==> config.mk <==
export PLATFORM = sky130hd
export DESIGN_NAME = periodic_timer_table
export DESIGN_NICKNAME = d
export VERILOG_FILES = /design/src/rtl/ptt_pkg.sv /design/src/rtl/ptt_datapath.sv /design/src/rtl/ptt_ctrl.sv /design/src/rtl/periodic_timer_table.sv
export VERILOG_INCLUDE_DIRS = /design/src /design/src/rtl
export SDC_FILE = /design/constraint.sdc
export NUM_CORES = 2
export LEC_CHECK = 0
export BUFFER_PORTS_ARGS = -buffer_cell sky130_fd_sc_hd__buf_2
export CELL_PAD_IN_SITES_DETAIL_PLACEMENT = 0
export CELL_PAD_IN_SITES_GLOBAL_PLACEMENT = 1
export CORE_MARGIN = 2
export CORE_UTILIZATION = 54
export DETAILED_ROUTE_END_ITERATION = 8
export PLACE_DENSITY_LB_ADDON = 0.1
export SLEW_MARGIN = 40
export SYNTH_ARGS = -nofsm -noshare
export SYNTH_HDL_FRONTEND = slang
export SYNTH_SLANG_ARGS = --single-unit
==> constraint.sdc <==
create_clock -name clk -period 9.2 [get_ports clk]
set_input_delay 1.38 -clock clk [delete_from_list [all_inputs] [get_ports clk]]
set_output_delay 1.38 -clock clk [all_outputs]
set_load 0.03 [all_outputs]
==> src/rtl/periodic_timer_table_defines.svh <==
// Assertion macros shared by the timer table RTL.
`ifndef PERIODIC_TIMER_TABLE_DEFINES_SVH
`define PERIODIC_TIMER_TABLE_DEFINES_SVH

// The antecedent in one cycle implies the consequent in the next, outside reset.
`define PTT_ASSERT_NEXT(lbl, ante, cons) \
  lbl: assert property (@(posedge clk) disable iff (rst) (ante) |=> (cons)) \
    else $error("timer table assertion failed");

// The antecedent implies the consequent in the same cycle, outside reset.
`define PTT_ASSERT_NOW(lbl, ante, cons) \
  lbl: assert property (@(posedge clk) disable iff (rst) (ante) |-> (cons)) \
    else $error("timer table assertion failed");

// The condition holds in the cycle after reset.
`define PTT_ASSERT_RST(lbl, cons) \
  lbl: assert property (@(posedge clk) rst |=> (cons)) \
    else $error("timer table reset assertion failed");

`endif

==> src/rtl/ptt_pkg.sv <==
// Shared constants, codes and control types of the timer table.
package ptt_pkg;

  localparam int NUM_TIMERS = 16;
  localparam int IDX_W      = (NUM_TIMERS > 1) ? $clog2(NUM_TIMERS) : 1;
  localparam int CNT_W      = $clog2(NUM_TIMERS + 1);
  localparam int TIME_W     = 48;
  localparam int ID_W       = 32;
  localparam int IVL_W      = 32;
  localparam int DIV_CNT_W  = $clog2(TIME_W);

  localparam logic [TIME_W-1:0] TIME_MAX = {TIME_W{1'b1}};

  localparam logic [1:0] CMD_START   = 2'd0;
  localparam logic [1:0] CMD_STOP    = 2'd1;
  localparam logic [1:0] CMD_PROCESS = 2'd2;
  localparam logic [1:0] CMD_QUERY   = 2'd3;

  localparam logic [2:0] KIND_STARTED = 3'd0;
  localparam logic [2:0] KIND_STOPPED = 3'd1;
  localparam logic [2:0] KIND_FIRED   = 3'd2;
  localparam logic [2:0] KIND_NOTHING = 3'd3;
  localparam logic [2:0] KIND_NEXT    = 3'd4;

  localparam logic ST_OK   = 1'b0;
  localparam logic ST_FAIL = 1'b1;

  typedef struct packed {
    logic             latch;
    logic             do_start;
    logic             stop_clr;
    logic             oneshot_clr;
    logic             div_go;
    logic             div_step;
    logic             dl_write;
    logic             qry_acc;
    logic             cp_copy;
    logic             cp_commit;
    logic             pend_load;
    logic [2:0]       pend_kind;
    logic             pend_status;
    logic             out_push;
    logic             out_last;
    logic [IDX_W-1:0] rd_idx;
    logic [IDX_W-1:0] wr_idx;
    logic [CNT_W-1:0] new_count;
  } ptt_ctl_t;

  typedef struct packed {
    logic [CNT_W-1:0] count;
    logic             full;
    logic             id_match;
    logic             active;
    logic             due;
    logic             periodic;
  } ptt_stat_t;

endpackage

==> src/rtl/ptt_datapath.sv <==
// Timer table storage, modulo unit, query minimum and result registers.
module ptt_datapath (
  input  logic                         clk,
  input  logic                         rst,
  input  ptt_pkg::ptt_ctl_t            ctl,
  output ptt_pkg::ptt_stat_t           st,
  input  logic [ptt_pkg::TIME_W-1:0]   now,
  input  logic [ptt_pkg::IVL_W-1:0]    interval_ms,
  input  logic                         periodic,
  input  logic [ptt_pkg::ID_W-1:0]     target_id,
  output logic                         done,
  output logic [2:0]                   kind,
  output logic                         status,
  output logic [ptt_pkg::ID_W-1:0]     timer_id,
  output logic [ptt_pkg::TIME_W-1:0]   remaining_ms,
  output logic                         none_pending,
  output logic                         last
);

  logic                         periodic_r [ptt_pkg::NUM_TIMERS];
  logic [ptt_pkg::ID_W-1:0]     id_r       [ptt_pkg::NUM_TIMERS];
  logic [ptt_pkg::IVL_W-1:0]    intv_r     [ptt_pkg::NUM_TIMERS];
  logic [ptt_pkg::TIME_W-1:0]   dl_r       [ptt_pkg::NUM_TIMERS];
  logic [ptt_pkg::NUM_TIMERS-1:0] active;
  logic [ptt_pkg::CNT_W-1:0]    count;
  logic [ptt_pkg::ID_W-1:0]     id_ctr;

  logic [ptt_pkg::TIME_W-1:0]   now_q;
  logic [ptt_pkg::IVL_W-1:0]    ival_q;
  logic                         per_q;
  logic [ptt_pkg::ID_W-1:0]     target_q;

  logic [ptt_pkg::TIME_W-1:0]   dvd;
  logic [ptt_pkg::IVL_W-1:0]    rem;
  logic [ptt_pkg::IVL_W-1:0]    div_iv;

  logic [ptt_pkg::TIME_W-1:0]   best;
  logic                         any;

  logic [2:0]                   pend_kind;
  logic                         pend_status;
  logic [ptt_pkg::ID_W-1:0]     pend_id;
  logic [ptt_pkg::TIME_W-1:0]   pend_rem;
  logic                         pend_none;

  logic                         rd_per;
  logic [ptt_pkg::ID_W-1:0]     rd_id;
  logic [ptt_pkg::IVL_W-1:0]    rd_iv;
  logic [ptt_pkg::TIME_W-1:0]   rd_dl;
  logic                         rd_act;
  logic [ptt_pkg::TIME_W:0]     start_sum;
  logic [ptt_pkg::TIME_W-1:0]   start_dl;
  logic [ptt_pkg::IVL_W:0]      rem_sh;
  logic [ptt_pkg::IVL_W:0]      rem_sub;
  logic [ptt_pkg::TIME_W:0]     adv_sum;
  logic [ptt_pkg::TIME_W-1:0]   adv_dl;
  logic [ptt_pkg::ID_W-1:0]     id_sel;
  logic [ptt_pkg::TIME_W-1:0]   qry_rem;

  assign rd_per = periodic_r[ctl.rd_idx];
  assign rd_id  = id_r[ctl.rd_idx];
  assign rd_iv  = intv_r[ctl.rd_idx];
  assign rd_dl  = dl_r[ctl.rd_idx];
  assign rd_act = active[ctl.rd_idx];

  assign st.count    = count;
  assign st.full     = (count == ptt_pkg::CNT_W'(ptt_pkg::NUM_TIMERS));
  assign st.id_match = (rd_id == target_q);
  assign st.active   = rd_act;
  assign st.due      = rd_act && (rd_dl <= now_q);
  assign st.periodic = rd_per;

  // Saturating deadline for a new timer.
  assign start_sum = {1'b0, now_q} + {{(ptt_pkg::TIME_W + 1 - ptt_pkg::IVL_W){1'b0}}, ival_q};
  assign start_dl  = start_sum[ptt_pkg::TIME_W] ? ptt_pkg::TIME_MAX
                                                : start_sum[ptt_pkg::TIME_W-1:0];

  // One restoring step of (now - deadline) mod interval.
  assign rem_sh  = {rem, dvd[ptt_pkg::TIME_W-1]};
  assign rem_sub = rem_sh - {1'b0, div_iv};

  // Next deadline past now: now - rem + interval, saturated.
  assign adv_sum = {1'b0, now_q}
                 - {{(ptt_pkg::TIME_W + 1 - ptt_pkg::IVL_W){1'b0}}, rem}
                 + {{(ptt_pkg::TIME_W + 1 - ptt_pkg::IVL_W){1'b0}}, div_iv};
  assign adv_dl  = adv_sum[ptt_pkg::TIME_W] ? ptt_pkg::TIME_MAX
                                            : adv_sum[ptt_pkg::TIME_W-1:0];

  assign qry_rem = (best <= now_q) ? '0 : (best - now_q);

  always_comb begin
    id_sel = '0;
    if (ctl.pend_kind == ptt_pkg::KIND_FIRED) begin
      id_sel = rd_id;
    end else if (ctl.pend_kind == ptt_pkg::KIND_STARTED && ctl.pend_status == ptt_pkg::ST_OK) begin
      id_sel = id_ctr;
    end
  end

  // Control state of the table.
  always_ff @(posedge clk) begin
    if (rst) begin
      active <= '0;
      count  <= '0;
      id_ctr <= ptt_pkg::ID_W'(1);
      done   <= 1'b0;
    end else begin
      done <= ctl.out_push;
      if (ctl.do_start && !st.full) begin
        active[count[ptt_pkg::IDX_W-1:0]] <= 1'b1;
        count  <= count + 1'b1;
        id_ctr <= id_ctr + 1'b1;
      end
      if (ctl.stop_clr || ctl.oneshot_clr) begin
        active[ctl.rd_idx] <= 1'b0;
      end
      if (ctl.cp_copy) begin
        active[ctl.wr_idx] <= 1'b1;
      end
      if (ctl.cp_commit) begin
        count <= ctl.new_count;
        for (int k = 0; k < ptt_pkg::NUM_TIMERS; k++) begin
          if (ptt_pkg::CNT_W'(k) >= ctl.new_count) begin
            active[k] <= 1'b0;
          end
        end
      end
    end
  end

  // Table payload: start writes, deadline advance, compaction copy.
  always_ff @(posedge clk) begin
    if (ctl.do_start && !st.full) begin
      periodic_r[count[ptt_pkg::IDX_W-1:0]] <= per_q;
      id_r[count[ptt_pkg::IDX_W-1:0]]       <= id_ctr;
      intv_r[count[ptt_pkg::IDX_W-1:0]]     <= ival_q;
      dl_r[count[ptt_pkg::IDX_W-1:0]]       <= start_dl;
    end else if (ctl.dl_write) begin
      dl_r[ctl.rd_idx] <= adv_dl;
    end else if (ctl.cp_copy) begin
      periodic_r[ctl.wr_idx] <= rd_per;
      id_r[ctl.wr_idx]       <= rd_id;
      intv_r[ctl.wr_idx]     <= rd_iv;
      dl_r[ctl.wr_idx]       <= rd_dl;
    end
  end

  // Command word, modulo unit, query minimum and results.
  always_ff @(posedge clk) begin
    if (ctl.latch) begin
      now_q    <= now;
      ival_q   <= (interval_ms == '0) ? ptt_pkg::IVL_W'(1) : interval_ms;
      per_q    <= periodic;
      target_q <= target_id;
      any      <= 1'b0;
      best     <= '0;
    end
    if (ctl.div_go) begin
      dvd    <= now_q - rd_dl;
      rem    <= '0;
      div_iv <= rd_iv;
    end else if (ctl.div_step) begin
      dvd <= {dvd[ptt_pkg::TIME_W-2:0], 1'b0};
      rem <= rem_sub[ptt_pkg::IVL_W] ? rem_sh[ptt_pkg::IVL_W-1:0]
                                     : rem_sub[ptt_pkg::IVL_W-1:0];
    end
    if (ctl.qry_acc && rd_act && (!any || rd_dl < best)) begin
      best <= rd_dl;
      any  <= 1'b1;
    end
    if (ctl.out_push) begin
      kind         <= pend_kind;
      status       <= pend_status;
      timer_id     <= pend_id;
      remaining_ms <= pend_rem;
      none_pending <= pend_none;
      last         <= ctl.out_last;
    end
    if (ctl.pend_load) begin
      pend_kind   <= ctl.pend_kind;
      pend_status <= ctl.pend_status;
      pend_id     <= id_sel;
      pend_rem    <= (ctl.pend_kind == ptt_pkg::KIND_NEXT && any) ? qry_rem : '0;
      pend_none   <= (ctl.pend_kind == ptt_pkg::KIND_NEXT) && !any;
    end
  end

endmodule

==> src/rtl/ptt_ctrl.sv <==
// Command sequencer of the timer table: slot scans, modulo steps, compaction.
module ptt_ctrl (
  input  logic                     clk,
  input  logic                     rst,
  input  logic                     start,
  input  logic [1:0]               cmd,
  output logic                     busy,
  input  ptt_pkg::ptt_stat_t       st,
  output ptt_pkg::ptt_ctl_t        ctl
);

  typedef enum logic [2:0] {
    S_IDLE, S_START, S_STOP, S_PROC, S_DIV, S_CMPCT, S_QRY, S_FIN
  } state_t;

  state_t                      state, state_next;
  logic [ptt_pkg::CNT_W-1:0]   i, i_next;
  logic [ptt_pkg::CNT_W-1:0]   w, w_next;
  logic [ptt_pkg::DIV_CNT_W-1:0] div_cnt, div_cnt_next;
  logic                        have_pend, have_pend_next;
  logic                        in_range;

  assign busy     = (state != S_IDLE);
  assign in_range = (i < st.count);

  always_comb begin
    ctl            = '0;
    ctl.rd_idx     = i[ptt_pkg::IDX_W-1:0];
    ctl.wr_idx     = w[ptt_pkg::IDX_W-1:0];
    ctl.new_count  = w;
    state_next     = state;
    i_next         = i;
    w_next         = w;
    div_cnt_next   = div_cnt;
    have_pend_next = have_pend;
    unique case (state)
      S_IDLE: begin
        i_next         = '0;
        w_next         = '0;
        have_pend_next = 1'b0;
        if (start) begin
          ctl.latch = 1'b1;
          unique case (cmd)
            ptt_pkg::CMD_START:   state_next = S_START;
            ptt_pkg::CMD_STOP:    state_next = S_STOP;
            ptt_pkg::CMD_PROCESS: state_next = S_PROC;
            default:              state_next = S_QRY;
          endcase
        end
      end
      S_START: begin
        ctl.do_start    = 1'b1;
        ctl.pend_load   = 1'b1;
        ctl.pend_kind   = ptt_pkg::KIND_STARTED;
        ctl.pend_status = st.full ? ptt_pkg::ST_FAIL : ptt_pkg::ST_OK;
        state_next      = S_FIN;
      end
      S_STOP: begin
        if (!in_range) begin
          ctl.pend_load   = 1'b1;
          ctl.pend_kind   = ptt_pkg::KIND_STOPPED;
          ctl.pend_status = ptt_pkg::ST_FAIL;
          state_next      = S_FIN;
        end else if (st.id_match) begin
          ctl.stop_clr    = 1'b1;
          ctl.pend_load   = 1'b1;
          ctl.pend_kind   = ptt_pkg::KIND_STOPPED;
          ctl.pend_status = ptt_pkg::ST_OK;
          state_next      = S_FIN;
        end else begin
          i_next = i + 1'b1;
        end
      end
      S_PROC: begin
        if (!in_range) begin
          i_next     = '0;
          w_next     = '0;
          state_next = S_CMPCT;
        end else if (st.due) begin
          // Release the previous fired word before holding this one.
          ctl.out_push    = have_pend;
          ctl.pend_load   = 1'b1;
          ctl.pend_kind   = ptt_pkg::KIND_FIRED;
          ctl.pend_status = ptt_pkg::ST_OK;
          have_pend_next  = 1'b1;
          if (st.periodic) begin
            ctl.div_go   = 1'b1;
            div_cnt_next = '0;
            state_next   = S_DIV;
          end else begin
            ctl.oneshot_clr = 1'b1;
            i_next          = i + 1'b1;
          end
        end else begin
          i_next = i + 1'b1;
        end
      end
      S_DIV: begin
        if (div_cnt == ptt_pkg::DIV_CNT_W'(ptt_pkg::TIME_W)) begin
          ctl.dl_write = 1'b1;
          i_next       = i + 1'b1;
          state_next   = S_PROC;
        end else begin
          ctl.div_step = 1'b1;
          div_cnt_next = div_cnt + 1'b1;
        end
      end
      S_CMPCT: begin
        if (!in_range) begin
          ctl.cp_commit = 1'b1;
          if (!have_pend) begin
            ctl.pend_load   = 1'b1;
            ctl.pend_kind   = ptt_pkg::KIND_NOTHING;
            ctl.pend_status = ptt_pkg::ST_OK;
          end
          state_next = S_FIN;
        end else begin
          if (st.active) begin
            ctl.cp_copy = 1'b1;
            w_next      = w + 1'b1;
          end
          i_next = i + 1'b1;
        end
      end
      S_QRY: begin
        if (!in_range) begin
          ctl.pend_load   = 1'b1;
          ctl.pend_kind   = ptt_pkg::KIND_NEXT;
          ctl.pend_status = ptt_pkg::ST_OK;
          state_next      = S_FIN;
        end else begin
          ctl.qry_acc = 1'b1;
          i_next      = i + 1'b1;
        end
      end
      S_FIN: begin
        ctl.out_push  = 1'b1;
        ctl.out_last  = 1'b1;
        state_next    = S_IDLE;
      end
      default: state_next = S_IDLE;
    endcase
  end

  always_ff @(posedge clk) begin
    if (rst) begin
      state     <= S_IDLE;
      i         <= '0;
      w         <= '0;
      div_cnt   <= '0;
      have_pend <= 1'b0;
    end else begin
      state     <= state_next;
      i         <= i_next;
      w         <= w_next;
      div_cnt   <= div_cnt_next;
      have_pend <= have_pend_next;
    end
  end

endmodule

==> src/rtl/periodic_timer_table.sv <==
// Top level of the periodic and one-shot millisecond timer table.
//
// Command port: a word is taken when start is high and busy is low; cmd picks
// start, stop, process or query, with now, interval_ms, periodic and target_id
// alongside. busy stays high until the last result word is on the outputs.
// Results appear for one cycle each with done high; last marks the final word
// of a command. The receiver cannot stall, so no result is ever held back.
// Command sequence, from the accepting edge to the edge that takes the last word:
// start passes S_START and S_FIN; stop and query scan the used slots one per
// cycle, then pass S_FIN. Process scans the slots, runs each due periodic
// timer through the bit-serial modulo unit (one dividend bit per cycle), then
// compacts in a second scan and passes S_FIN.
// busy drops while the last word is shown, so the next command can be taken
// at the edge that ends it.
// Fired words of a process go out while the scan runs, one word behind; the last one goes out in S_FIN.
// Reset empties the table, clears all timers and restarts ids at one.
`include "periodic_timer_table_defines.svh"

module periodic_timer_table (
  input  logic                       clk,
  input  logic                       rst,
  input  logic                       start,
  output logic                       busy,
  input  logic [1:0]                 cmd,
  input  logic [ptt_pkg::TIME_W-1:0] now,
  input  logic [ptt_pkg::IVL_W-1:0]  interval_ms,
  input  logic                       periodic,
  input  logic [ptt_pkg::ID_W-1:0]   target_id,
  output logic                       done,
  output logic [2:0]                 kind,
  output logic                       status,
  output logic [ptt_pkg::ID_W-1:0]   timer_id,
  output logic [ptt_pkg::TIME_W-1:0] remaining_ms,
  output logic                       none_pending,
  output logic                       last
);

  ptt_pkg::ptt_ctl_t  ctl;
  ptt_pkg::ptt_stat_t st;

  ptt_ctrl u_ctrl (
    .clk   (clk),
    .rst   (rst),
    .start (start),
    .cmd   (cmd),
    .busy  (busy),
    .st    (st),
    .ctl   (ctl)
  );

  ptt_datapath u_dp (
    .clk          (clk),
    .rst          (rst),
    .ctl          (ctl),
    .st           (st),
    .now          (now),
    .interval_ms  (interval_ms),
    .periodic     (periodic),
    .target_id    (target_id),
    .done         (done),
    .kind         (kind),
    .status       (status),
    .timer_id     (timer_id),
    .remaining_ms (remaining_ms),
    .none_pending (none_pending),
    .last         (last)
  );

  `PTT_ASSERT_NEXT(a_accept_busy, start && !busy, busy)
  `PTT_ASSERT_NOW(a_mid_word_busy, done && !last, busy)
  `PTT_ASSERT_RST(a_reset_idle, !busy && !done)

endmodule
=== Word-level counts from Yosys, hierarchy flattened ===
Memory sizes are Yosys's and may differ from the RTL's. A register that Yosys moved wholly into a read port is not among the register bits.
Index checks and enable logic that the tools add are counted.

* RAM bits: 1808
* Bits in registers: 519
* Word-level logic and storage cells: 278
* Memories: 4
* Bits of input ports: 118

* Equal/unequal tests: 31
* Add/subtract/negate cells: 11
* Mux-type cells: 133
* Order comparisons: 26
* Reduce and logical (&&, ||, !) cells: 38
* Bitwise operators: 6

{| class="wikitable"
|+ Memories
! name !! depth !! bits a word !! read ports !! clocked after Yosys merged registers in !! write ports !! line !! text
|-
| u_dp.dl_r || 16 || 48 || 1 || 1 || 1 || ptt_datapath.sv:23 || <nowiki>logic [ptt_pkg::TIME_W-1:0] dl_r [ptt_pkg::NUM_TIMERS];</nowiki>
|-
| u_dp.id_r || 16 || 32 || 1 || 1 || 1 || ptt_datapath.sv:21 || <nowiki>logic [ptt_pkg::ID_W-1:0] id_r [ptt_pkg::NUM_TIMERS];</nowiki>
|-
| u_dp.intv_r || 16 || 32 || 1 || 1 || 1 || ptt_datapath.sv:22 || <nowiki>logic [ptt_pkg::IVL_W-1:0] intv_r [ptt_pkg::NUM_TIMERS];</nowiki>
|-
| u_dp.periodic_r || 16 || 1 || 1 || 1 || 1 || ptt_datapath.sv:20 || <nowiki>logic periodic_r [ptt_pkg::NUM_TIMERS];</nowiki>
|}

{| class="wikitable"
|+ Operators by type and width
! kind !! count
|-
| two-way mux 48 bit || 8
|-
| two-way mux 32 bit || 5
|-
| <= comparator 48 bit || 2
|-
| two-way mux 16 bit || 6
|-
| OR reduction 48 bit || 2
|-
| subtractor 48 bit || 2
|-
| two-way mux 5 bit || 16
|-
| OR reduction 32 bit || 2
|-
| two-way mux 1 bit || 53
|-
| two-way mux 4 bit || 13
|-
| one-hot mux 5 bit (5 select lines) || 2
|-
| adder 48 x 32 -> 49 bit || 1
|-
| adder 49 x 32 -> 49 bit || 1
|-
| subtractor 48 x 32 -> 49 bit || 1
|-
| < comparator 48 bit || 1
|-
| two-way mux 6 bit || 7
|-
| greater-or-equal comparator 4 x 5 -> 1 bit (first input constant) || 8
|-
| subtractor 33 x 32 -> 33 bit || 1
|-
| adder 32 x 1 -> 32 bit (second input constant) || 1
|-
| == test 32 bit || 1
|-
| zero test 32 bit || 1
|-
| OR 16 bit || 2
|-
| two-way mux 3 bit || 8
|-
| one-hot mux 3 bit (7 select lines) || 1
|-
| other kinds (44) || 100
|}

=== Depth between registers and ports, before layout ===
* Word-level depth: 14
* Depth in mapped cells: 25
* Gate-level depth less buffers: 17

=== Hierarchy ===
From an unflattened synthesis, not the netlist that was laid out.

* Cell total of the unflattened synthesis: 6409
* Area total of the unflattened synthesis: 103810.8 sq um

{| class="wikitable"
|+ Modules (own cells, without submodules)
! module !! sequential area each (sq um) !! cells each !! times used !! area each (sq um)
|-
| ptt_datapath || 68405.6 || 6194 || 1 || 102176.7
|-
| ptt_ctrl || 400.4 || 215 || 1 || 1634.1
|}

=== Worst setup path after synthesis ===
Ideal clock, no wire load.

* Path kind: flip-flop to flip-flop
* From: reg (tool-made name)
* To: reg u_dp.pend_id[0] in the netlist's numbering, enable pin
* Library setup time: 551 ps
* Path buffers: 7
* Stages on the path, launching flop included: 20
* Arrival: 7449 ps
* Setup slack: 1200 ps
* Path through: dfxtp_1 -> buf_4 -> buf_6 -> buf_6 -> buf_6 -> buf_2 -> buf_2 -> buf_1 -> mux4_2 -> mux4_2 -> fa_1 -> nor2b_1 -> o21ai_0 -> a21boi_0 -> o21a_1 -> o21bai_1 -> a2111oi_0 -> o21a_1 -> nor2_1 -> o211ai_1

{| class="wikitable"
|+ RTL lines
! element !! line !! text
|-
| end signal: assignment || ptt_datapath.sv:182 || <nowiki>pend_id <= id_sel;</nowiki>
|-
| end: declaration || ptt_datapath.sv:42 || <nowiki>logic [ptt_pkg::ID_W-1:0] pend_id;</nowiki>
|}

==> run metrics <==
Post-CTS Setup Repair Bufs=0; minimum clock period after layout=7.02 ns; vias in the first global route=57962; largest net degree at the start of global routing=130; finished layout cell area=116000 µm²; synthesized cell area=103000 µm²; initial antenna violation count=12; Yosys warning total=0; total power=35.1 mW; Data arrival, critical path=7.77 ns; flops & latches, synth=2331; H-tree lvl count=4; setup ws final=2.18 ns; routability cong.=0.961; I/O pin total=206; first-pass GRT wire length=413000 µm; Buffers on Ports=205; hpwl dp=188000 µm; setup TNS=0 ns; Max-slew headroom=0.371; GR Overflow Total=0; die height=441 µm; Worst Setup End Kind=register; period utilization=0.763; final hold vios=0; DR iter-0 viols=6561; syn avg cell area=16.2 µm²; fraction of registers with async set/reset=0; Clock Latency Late Sink=0.89 ns; nature of the critical path startpoint=register; post-route insts no fill=9373; Hold Path Class=register to register; Detailed Route WL=290000 µm; VDD IR-drop max=289 µV; Setup Crit Path Kind=register to register; nets=7105; Clock transition at path regs=0.06 ns; CTS Hold Bufs=0; Fmax=143 MHz; chip width=441 µm; Via Count=59958; Post-synth EDFFs=2220; clock sinks=2331; Pleak=39.7 nW; pre-CTS WS=2.07 ns; worst path required time=9.95 ns; Max FO, Critical Path=53; Routed WL per cell=31.0 µm; CTS tree=yes; initial cell density of the core=0.543; clk root buf=clkbuf_16; Syn Nets=6824; Gate Count Post-Synth=6375; Power Density=303 nW/µm²; MaxCap Viol Count=0; R2R Setup Slk=2.18 ns; share of cells above drive strength 1=0.201; CTS max path bufs=3; sequential fraction of the synthesis area=0.667; RSZ-0062 raised after global routing=false; post-synthesis cell type count=85; clock skew=0.0443 ns; Slew @ Worst Pin=0.941 ns; die area=195000 µm²; CTS buffer count=225; Placeable Area=190000 µm²; post-route ant nets=0; status=completed; post-CTS sizing=0; Pins Over Slew Limit=0; setup violators final=0; Vias/cell=6.40; DRT Pass-1 Iters=8; Placed Cells=8936; area delta synth->final=12.2%; # rows=160; top_reg_cell synth=edfxtp_1; Placed Area=108000 µm²; DRC violations left=0; GR Util All Layers=0.298
## worst max-delay path, stage by stage (launching register included)
cell	delay (ns)
dfxtp_4	0.79
buf_4	0.64
mux4_2	0.40
mux4_2	0.55
inv_1	0.10
ha_1	0.24
and2_1	0.18
nand3_1	0.08
nor2_1	0.28
o21a_1	0.20
o21bai_1	0.08
buf_4	0.17
a2111oi_2	0.77
o211ai_4	0.23
inv_2	0.08
buf_4	0.43
nor2_4	0.27
inv_2	0.17
buf_4	0.59
nand4_1	0.19
xor2_1	0.18
nor2_1	0.05
## state kept, by name, summed over array words and instances, names as in the netlist, 5 cells and up, named ones only
register and cells:
u_dp.id_r 512, u_dp.ival_q 32, u_dp.best 48, u_dp.pend_id 32, u_dp.div_iv 32, u_dp.now_q 48, u_dp.dvd 48, u_dp.target_q 32
u_ctrl.w 5, u_dp.intv_r 512, u_dp.remaining_ms 48, u_dp.count 5, u_dp.rem 32, u_dp.dl_r 768, u_dp.periodic_r 16, u_dp.active 16
u_dp.timer_id 32, u_ctrl.i 5, u_dp.pend_rem 48, u_ctrl.div_cnt 6, u_dp.id_ctr 32
## routing by layer
layer / GRT usage / vias up / wire length, µm
li1: - / 25667 / -
met1: 0.432 / 31249 / 121000
met2: 0.468 / 2617 / 137000
met3: 0.0425 / 425 / 21500
met4: 0.103 / 0 / 10200
met5: 0 / - / 0
## cells by family after synthesis
logic type,count (synthesis),synth area share
flops,2331,0.667
simple gates,1236,0.0563
compound gates,1035,0.0649
buf+inv,610,0.0232
mux,584,0.125
fa+ha+maj,331,0.0427
xor+xnor,248,0.0210
## synthesized netlist by cell type, types with 19 or more instances
cell,count,share of area
edfxtp_1,2220,0.65
mux4_2,562,0.12
nand2_1,444,0.016
inv_1,303,0.011
ha_1,295,0.036
nor2_1,265,0.0096
a21oi_1,258,0.013
clkbuf_1,211,0.0077
o21ai_0,201,0.0097
a21o_1,157,0.011
xnor2_1,155,0.013
nand3_1,140,0.0068
dfxtp_1,111,0.022
xor2_1,93,0.0079
and2_1,70,0.0042
nand4_1,63,0.0038
a31oi_1,54,0.0033
nor3_1,51,0.0025
buf_1,50,0.0018
o21a_1,41,0.0030
and3_1,40,0.0024
fa_1,36,0.0070
a22o_1,34,0.0029
a211oi_1,33,0.0024
nand2b_1,33,0.0020
nor2b_1,33,0.0020
buf_2,31,0.0015
nor4_1,30,0.0018
o22ai_1,29,0.0018
o21bai_1,27,0.0020
o21ai_1,24,0.0012
mux2i_1,19,0.0018
o221ai_1,19,0.0016
## final timing paths
check,start,end,depth (start not counted)
worst max-delay path,register,u_ctrl.div_cnt[5],21
worst min-delay path,u_dp.pend_rem[40],u_dp.remaining_ms[40],0
worst max register to register,register,u_ctrl.div_cnt[5],21
worst min register to register,u_dp.pend_rem[40],u_dp.remaining_ms[40],0
## area by class of cell
type / instances / area [µm²]
clock inverter: 148 / 1600
sequential: 2331 / 68900
fill: 14015 / 74400
antenna: 16 / 40.0
tap: 2511 / 3140
inverter: 308 / 1170
clock buffer: 269 / 5870
timing repair buffer: 356 / 2550
multi-input combinational: 3434 / 32500
## placed cells by master (no fill, tap or decap), types with 199 or more instances in the layout
master        n
o21ai_0     199
edfxtp_1   2220
mux4_2      562
buf_2       208
ha_1        295
clkbuf_16   228
nand2_1     443
inv_1       302
nor2_1      248
a21oi_1     232
## report_power, final
part / internal (mW) / switching (mW) / leakage [nW]
Clock: 5.32 / 4.05 / 3.63
Combinational: 4.55 / 7.10 / 14.9
Sequential: 13.4 / 0.650 / 21.2
Total: 23.3 / 11.8 / 39.7
## stage by stage
step	hold WS, ns	utilization
finish	0.420	0.609
global route	0.432	0.609
floorplan	0.400	-
detailed placement	0.407	0.569
CTS	0.422	0.608
global placement	0.406	0.567
Power figures use the tool's default switching activity.
